`config.mk`:
```
export PLATFORM = sky130hd
export DESIGN_NAME = bmhpq_cell
export DESIGN_NICKNAME = d
export VERILOG_FILES = /design/src/rtl/core/bmhpq_pkg.sv /design/src/rtl/core/bmhpq_cell.sv
export SDC_FILE = /design/constraint.sdc
export NUM_CORES = 1
export LEC_CHECK = 0
export ABC_AREA = 1
export ABC_CLOCK_PERIOD_IN_PS = 3450
export BUFFER_PORTS_ARGS = -buffer_cell sky130_fd_sc_hd__buf_2
export CAP_MARGIN = 25
export CORE_ASPECT_RATIO = 0.9
export CORE_UTILIZATION = 45
export DETAILED_ROUTE_END_ITERATION = 8
export MAX_ROUTING_LAYER = met4
export PLACE_DENSITY = 0.81
export SLEW_MARGIN = 20
export SYNTH_ARGS = -nofsm -noshare
export SYNTH_HDL_FRONTEND = slang
export SYNTH_SLANG_ARGS = --single-unit
```
`constraint.sdc`:
```
create_clock -name clock -period 3.45 [get_ports clock]
set_input_delay 0.69 -clock clock [delete_from_list [all_inputs] [get_ports clock]]
set_output_delay 0.69 -clock clock [all_outputs]
set_load 0.01 [all_outputs]
```
`src/rtl/core/bmhpq_pkg.sv`:
```
// Shared types and constants for the binary max-heap priority queue unit.
// Used by bmhpq_cell and binary_max_heap_priority_queue_unit; no dependencies.
`default_nettype none

package bmhpq_pkg;

   // Default number of keys the queue can hold.
   localparam int CAPACITY_DEFAULT = 64;

   // Field widths of the request and response beats.
   localparam int KEY_W   = 32;
   localparam int FUNC_W  = 2;
   localparam int ENTRY_W = 7;

   // Operation codes carried in req_func.
   typedef enum logic [FUNC_W-1:0] {
      OP_INSERT  = 2'd0,
      OP_EXTRACT = 2'd1,
      OP_PEEK    = 2'd2
   } op_type;

   // Status codes returned in rsp_status.
   typedef enum logic [1:0] {
      ST_OK    = 2'd0,
      ST_EMPTY = 2'd1,
      ST_FULL  = 2'd2
   } status_type;

   // Command broadcast to every cell of the chain.
   typedef struct packed {
      logic                    ins_en;
      logic                    ext_en;
      logic signed [KEY_W-1:0] key;
   } cmd_type;

endpackage

`default_nettype wire

```
`src/rtl/core/bmhpq_cell.sv`:
```
// One cell of the sorted key chain: holds a single key slot.
// Depends on bmhpq_pkg for the command struct and key width.
`default_nettype none

module bmhpq_cell #(
   parameter int INDEX = 0,
   parameter int CNT_W = 7
) (
   input  wire                                 clock,
   input  bmhpq_pkg::cmd_type                  cmd,
   input  wire  [CNT_W-1:0]                    count,
   input  wire  signed [bmhpq_pkg::KEY_W-1:0]  prev_value,
   input  wire                                 prev_keep,
   input  wire  signed [bmhpq_pkg::KEY_W-1:0]  next_value,
   output logic signed [bmhpq_pkg::KEY_W-1:0]  value,
   output logic                                keep
);

   logic signed [bmhpq_pkg::KEY_W-1:0] value_ff;
   logic signed [bmhpq_pkg::KEY_W-1:0] value_in;
   logic                               occupied;

   // The slot holds a live key when its position is below the fill count.
   assign occupied = (count > CNT_W'(INDEX));

   // A live key that is not smaller than the new key stays where it is.
   assign keep  = occupied && (value_ff >= cmd.key);
   assign value = value_ff;

   // Insert opens a gap at the first slot that does not keep its key and
   // shifts the rest one place down; extract shifts everything one place up.
   always_comb begin
      value_in = value_ff;
      if (cmd.ins_en) begin
         if (keep) begin
            value_in = value_ff;
         end else if (prev_keep) begin
            value_in = cmd.key;
         end else begin
            value_in = prev_value;
         end
      end else if (cmd.ext_en) begin
         value_in = next_value;
      end
   end

   always_ff @(posedge clock) begin
      value_ff <= value_in;
   end

endmodule

`default_nettype wire

```
# --- Word-level counts from Yosys, hierarchy flattened ---
# Index checks and enable logic that the tools add are counted.
totals:
  regBits: 32
  input_bits: 107
  output_inout_bits: 33
  elab_cells: 11
op_classes:
  order_cmp: 2
  n_eq_ne: 1
  n_mux: 4
  n_reduce_logical: 3
ops:
  columns: ["op", "n"]
  rows:
  - ["$mux 32", 4]
  - ["$ge 32x32->1", 1]
  - ["$gt 7x1->1 const B", 1]
  - ["$ne 2x2->1 const B", 1]
  - ["$reduce_and 2->1", 1]
  - ["$reduce_bool 2->1", 1]
  - ["$logic_and 1x1->1", 1]

# --- Logic depth before layout (Yosys ltp) ---
depth:
  ltp_word: 4
  mapped_depth: 18

# --- Worst setup path after synthesis ---
# Ideal clock, no wire load.
synth_timing:
  path_kind: "input to register"
  start: "in cmd[31] (netlist bit)"
  end: "reg value_ff (netlist bit value[0]), enable pin"
  setup_ns: 0.390
  arrival_time_ns: 2.477
  required_ns: 3.060
  setup_slack_ns: 0.583
  path_stages: 12
  n_path_buf: 0
  path_cell_list: "inv_1 -> ha_1 -> nand2_1 -> nor2_2 -> nand2_2 -> nor4_4 -> nand2_1 -> nand3_1 -> nand3_1 -> nand2_1 -> nand2_1 -> nand2_1"
synth_via:
  elab_chain_len: 4
synth_rtl:
  columns: ["element", "line", "source"]
  rows:
  - ["start: declaration", "bmhpq_cell.sv:10", "input bmhpq_pkg::cmd_type cmd,"]
  - ["$ge 32x32->1", "bmhpq_cell.sv:27", "assign keep = occupied && (value_ff >= cmd.key);"]
  - ["$logic_and 1x1->1", "bmhpq_cell.sv:27", null]
  - ["$ne 2x2->1 (no line)", null, null]
  - ["$reduce_and 2->1 (no line)", null, null]
  - ["end signal: assignment", "bmhpq_cell.sv:48", "value_ff <= value_in;"]
  - ["end: declaration", "bmhpq_cell.sv:19", "logic signed [bmhpq_pkg::KEY_W-1:0] value_ff;"]
# Every way passes these cells.
# A chain may end at the register's enable or synchronous reset.

# --- Worst setup path in the final report ---
layout_timing:
  start: "in cmd[31] (netlist bit)"
  end: "out keep"
layout_via:
  elab_chain_len: 2
layout_rtl:
  columns: ["element", "line", "source"]
  rows:
  - ["$ge 32x32->1", "bmhpq_cell.sv:27", null]
  - ["$logic_and 1x1->1", "bmhpq_cell.sv:27", null]
  - ["end: declaration", "bmhpq_cell.sv:16", "output logic keep"]
# Every way passes these cells.

==> flow_metrics.env <==
export IMPL_outcome="complete, no violations"
export IMPL_viasPerCell=5.021
export IMPL_worst_hold_slack_ns=0.6891
export IMPL_htreeDepth=2
export IMPL_layout_common_cells="139 x buf_2, 69 x nand2_1, 41 x inv_1"
export IMPL_fin_tns_setup_ns=0
export IMPL_grt_pass1_wl_microns=11360
export IMPL_multi_input_area_sq_um=1343
export IMPL_stdcell_count=533
export IMPL_n_antenna_cell=0
export IMPL_place_congestion=0.8423
export IMPL_ant_nets=0
export IMPL_core_rowCount=25
export IMPL_dp_hpwl_microns=5483
export IMPL_maxCapViolCount=0
export IMPL_syn_area_per_cell_sq_um=7.702
export IMPL_netlist_area_sq_um=2519
export IMPL_drt_pass1_iterations=5
export IMPL_cts_sinks=32
export IMPL_postCtsSetupBuffers=0
export IMPL_arrival_ns=2.17
export IMPL_die_height_microns=72.98
export IMPL_slew_violations=0
export IMPL_fmax_mhz=349.3
export IMPL_areaGrowthSynthToFinish_pct=34.38
export IMPL_synthCells=327
export IMPL_placed_cell_area_sq_um=3278
export IMPL_start_util_pct=47.36
export IMPL_cp_end_kind="output pin"
export IMPL_core_sq_um=5318
export IMPL_antenna_found_initial=0
export IMPL_worstPathMaxFanout=4
export IMPL_largest_reg_flops=32
export IMPL_final_hold_violation_count=0
export IMPL_cp_required_ns=2.76
export IMPL_drc_errors=0
export IMPL_leakagePower_uw=0.001799
export IMPL_grt_pass1_vias=2530
export IMPL_ioPinCount=140
export IMPL_p_total_uw=1306
export IMPL_yosys_register_bits=32
export IMPL_skew_ns=0.002920
export IMPL_met2_wirelength_microns=3529
export IMPL_ys_seq_area_share_pct=38.15
export IMPL_portBuffers=139
export IMPL_insertion_delay_ns=0.28
export IMPL_seq_area_sq_um=960.9
export IMPL_cts_repair_resized=0
export IMPL_wl_met3_microns=328
export IMPL_drt_wirelength_per_cell_microns=13.31
export IMPL_grt_max_degree=35
export IMPL_yosysWarnings=0
export IMPL_peakVddDrop_mv=0.2371
export IMPL_ctsHoldBuffers=0
export IMPL_power_density_nw_per_um2=386.0
export IMPL_grt_usage_pct=25.64
export IMPL_rsz0062_at_grt="false"
export IMPL_clk_path_buf_depth=2
export IMPL_cts_tree="yes"
export IMPL_die_x_microns=80.86
export IMPL_fin_area_sq_um=3385
export IMPL_globalRouteOverflowTotal=0
export IMPL_min_period_over_period_pct=82.98
export IMPL_vias=2676
export IMPL_drt_iter0_drc=110
export IMPL_critical_path_class="in2out"
export IMPL_synth_cell_type_count=24
export IMPL_fill_cells=508
export IMPL_max_slew_worst_pin_slew_ns=0.5554
export IMPL_wl_met1_microns=3142
export IMPL_clk_pin_slew_worst_paths_ns=0.07
export IMPL_dp_cells=525
export IMPL_fin_crit_ns=2.863
export IMPL_die_area_sq_um=5901
export IMPL_setup_violations_final=0
export IMPL_cts_root_buf="clkbuf_8"
export IMPL_synth_nets=466
export IMPL_cts_inserted_buffers=5
export IMPL_relSlewSlack_pct=62.97
export IMPL_final_common_cell="buf_2"
export IMPL_routed_top_layer="met4"
export IMPL_critPathLaunchType="input port"
export IMPL_hold_path_class="in2reg"
export IMPL_fin_nets=604
export IMPL_wirelength_microns=7095
export IMPL_rrSetupSlack_ns=0.96
export IMPL_layout_drive_gt1_share_pct=34.55
==> cells in the mapped netlist <==
master / n / area, sq um
a21o_1: 1 / 7.510
a21oi_1: 13 / 65.06
a21oi_2: 1 / 8.760
and2_0: 1 / 6.260
buf_2: 1 / 5.000
clkbuf_1: 10 / 37.54
clkbuf_4: 1 / 7.510
edfxtp_1: 32 / 960.9
ha_1: 32 / 400.4
inv_1: 41 / 153.9
inv_2: 3 / 11.26
nand2_1: 69 / 259.0
nand2_2: 4 / 25.02
nand3_1: 4 / 20.02
nand4_1: 2 / 12.51
nor2_1: 39 / 146.4
nor2_2: 2 / 12.51
nor3_1: 1 / 5.000
nor4_1: 1 / 6.260
nor4_4: 1 / 21.27
o21a_1: 1 / 7.510
o21a_2: 1 / 8.760
o21ai_0: 37 / 185.2
o21ai_1: 29 / 145.1
==> power by group <==
| group | internal (uW) | leakage [uW] | switching [uW] |
|---|---|---|---|
| Combinational | 177 | 0.00143 | 239 |
| Sequential | 501 | 0.000314 | 31.0 |
| Clock | 210 | 0.0000532 | 147 |
| Total | 889 | 0.00180 | 418 |
==> through the flow <==
step                worst slack [ns]  util [%]
floorplan                     0.5833         -
global route                  0.4217     63.65
CTS                           0.5693     63.65
global placement              0.6746     61.65
detailed placement            0.5367     61.65
finish                        0.5871     63.65
==> per-layer routing <==
layer	GRT usage (%)	vias to the layer above
met4	5.952	0
met3	3.875	15
li1	-	1361
met1	31.45	1208
met2	44.26	92
met5	-	-
==> critical path, cell delays in order <==
cell,delay (ns)
buf_2,0.09
inv_1,0.04
ha_1,0.32
nand2_1,0.11
nor2_2,0.15
nand2_2,0.08
nor4_4,0.16
nand2_1,0.10
nand2_1,0.06
nand2_1,0.04
nand3_1,0.07
nand2_1,0.08
inv_1,0.05
buf_2,0.12
==> final timing paths <==
| check | start | end | cells past startpoint |
|---|---|---|---|
| hold / removal | next_value[19] | value[19] | 3 |
| setup / recovery | cmd[31] | keep | 14 |
| hold reg to reg | value[31] | value[6] | 7 |
| setup reg to reg | value[31] | value[7] | 12 |
==> logic make-up after synthesis <==
kind of cell               share of synthesized area (%)
adders and majority gates                          15.90
buffers and inverters                              8.545
AOI/OAI and AO/OA                                  16.99
and+or+nand+nor                                    20.42
DFF                                                38.15
==> layout make-up <==
cell class | instances | area share (%)
inverter | 44 | 4.880
timing repair buffer | 143 | 21.44
tap | 67 | 2.477
sequential | 32 | 28.39
clock buffer | 5 | 2.033
clock inverter | 3 | 1.109
multi-input combinational | 239 | 39.67
Note: power is estimated with default switching activity, not from simulation.
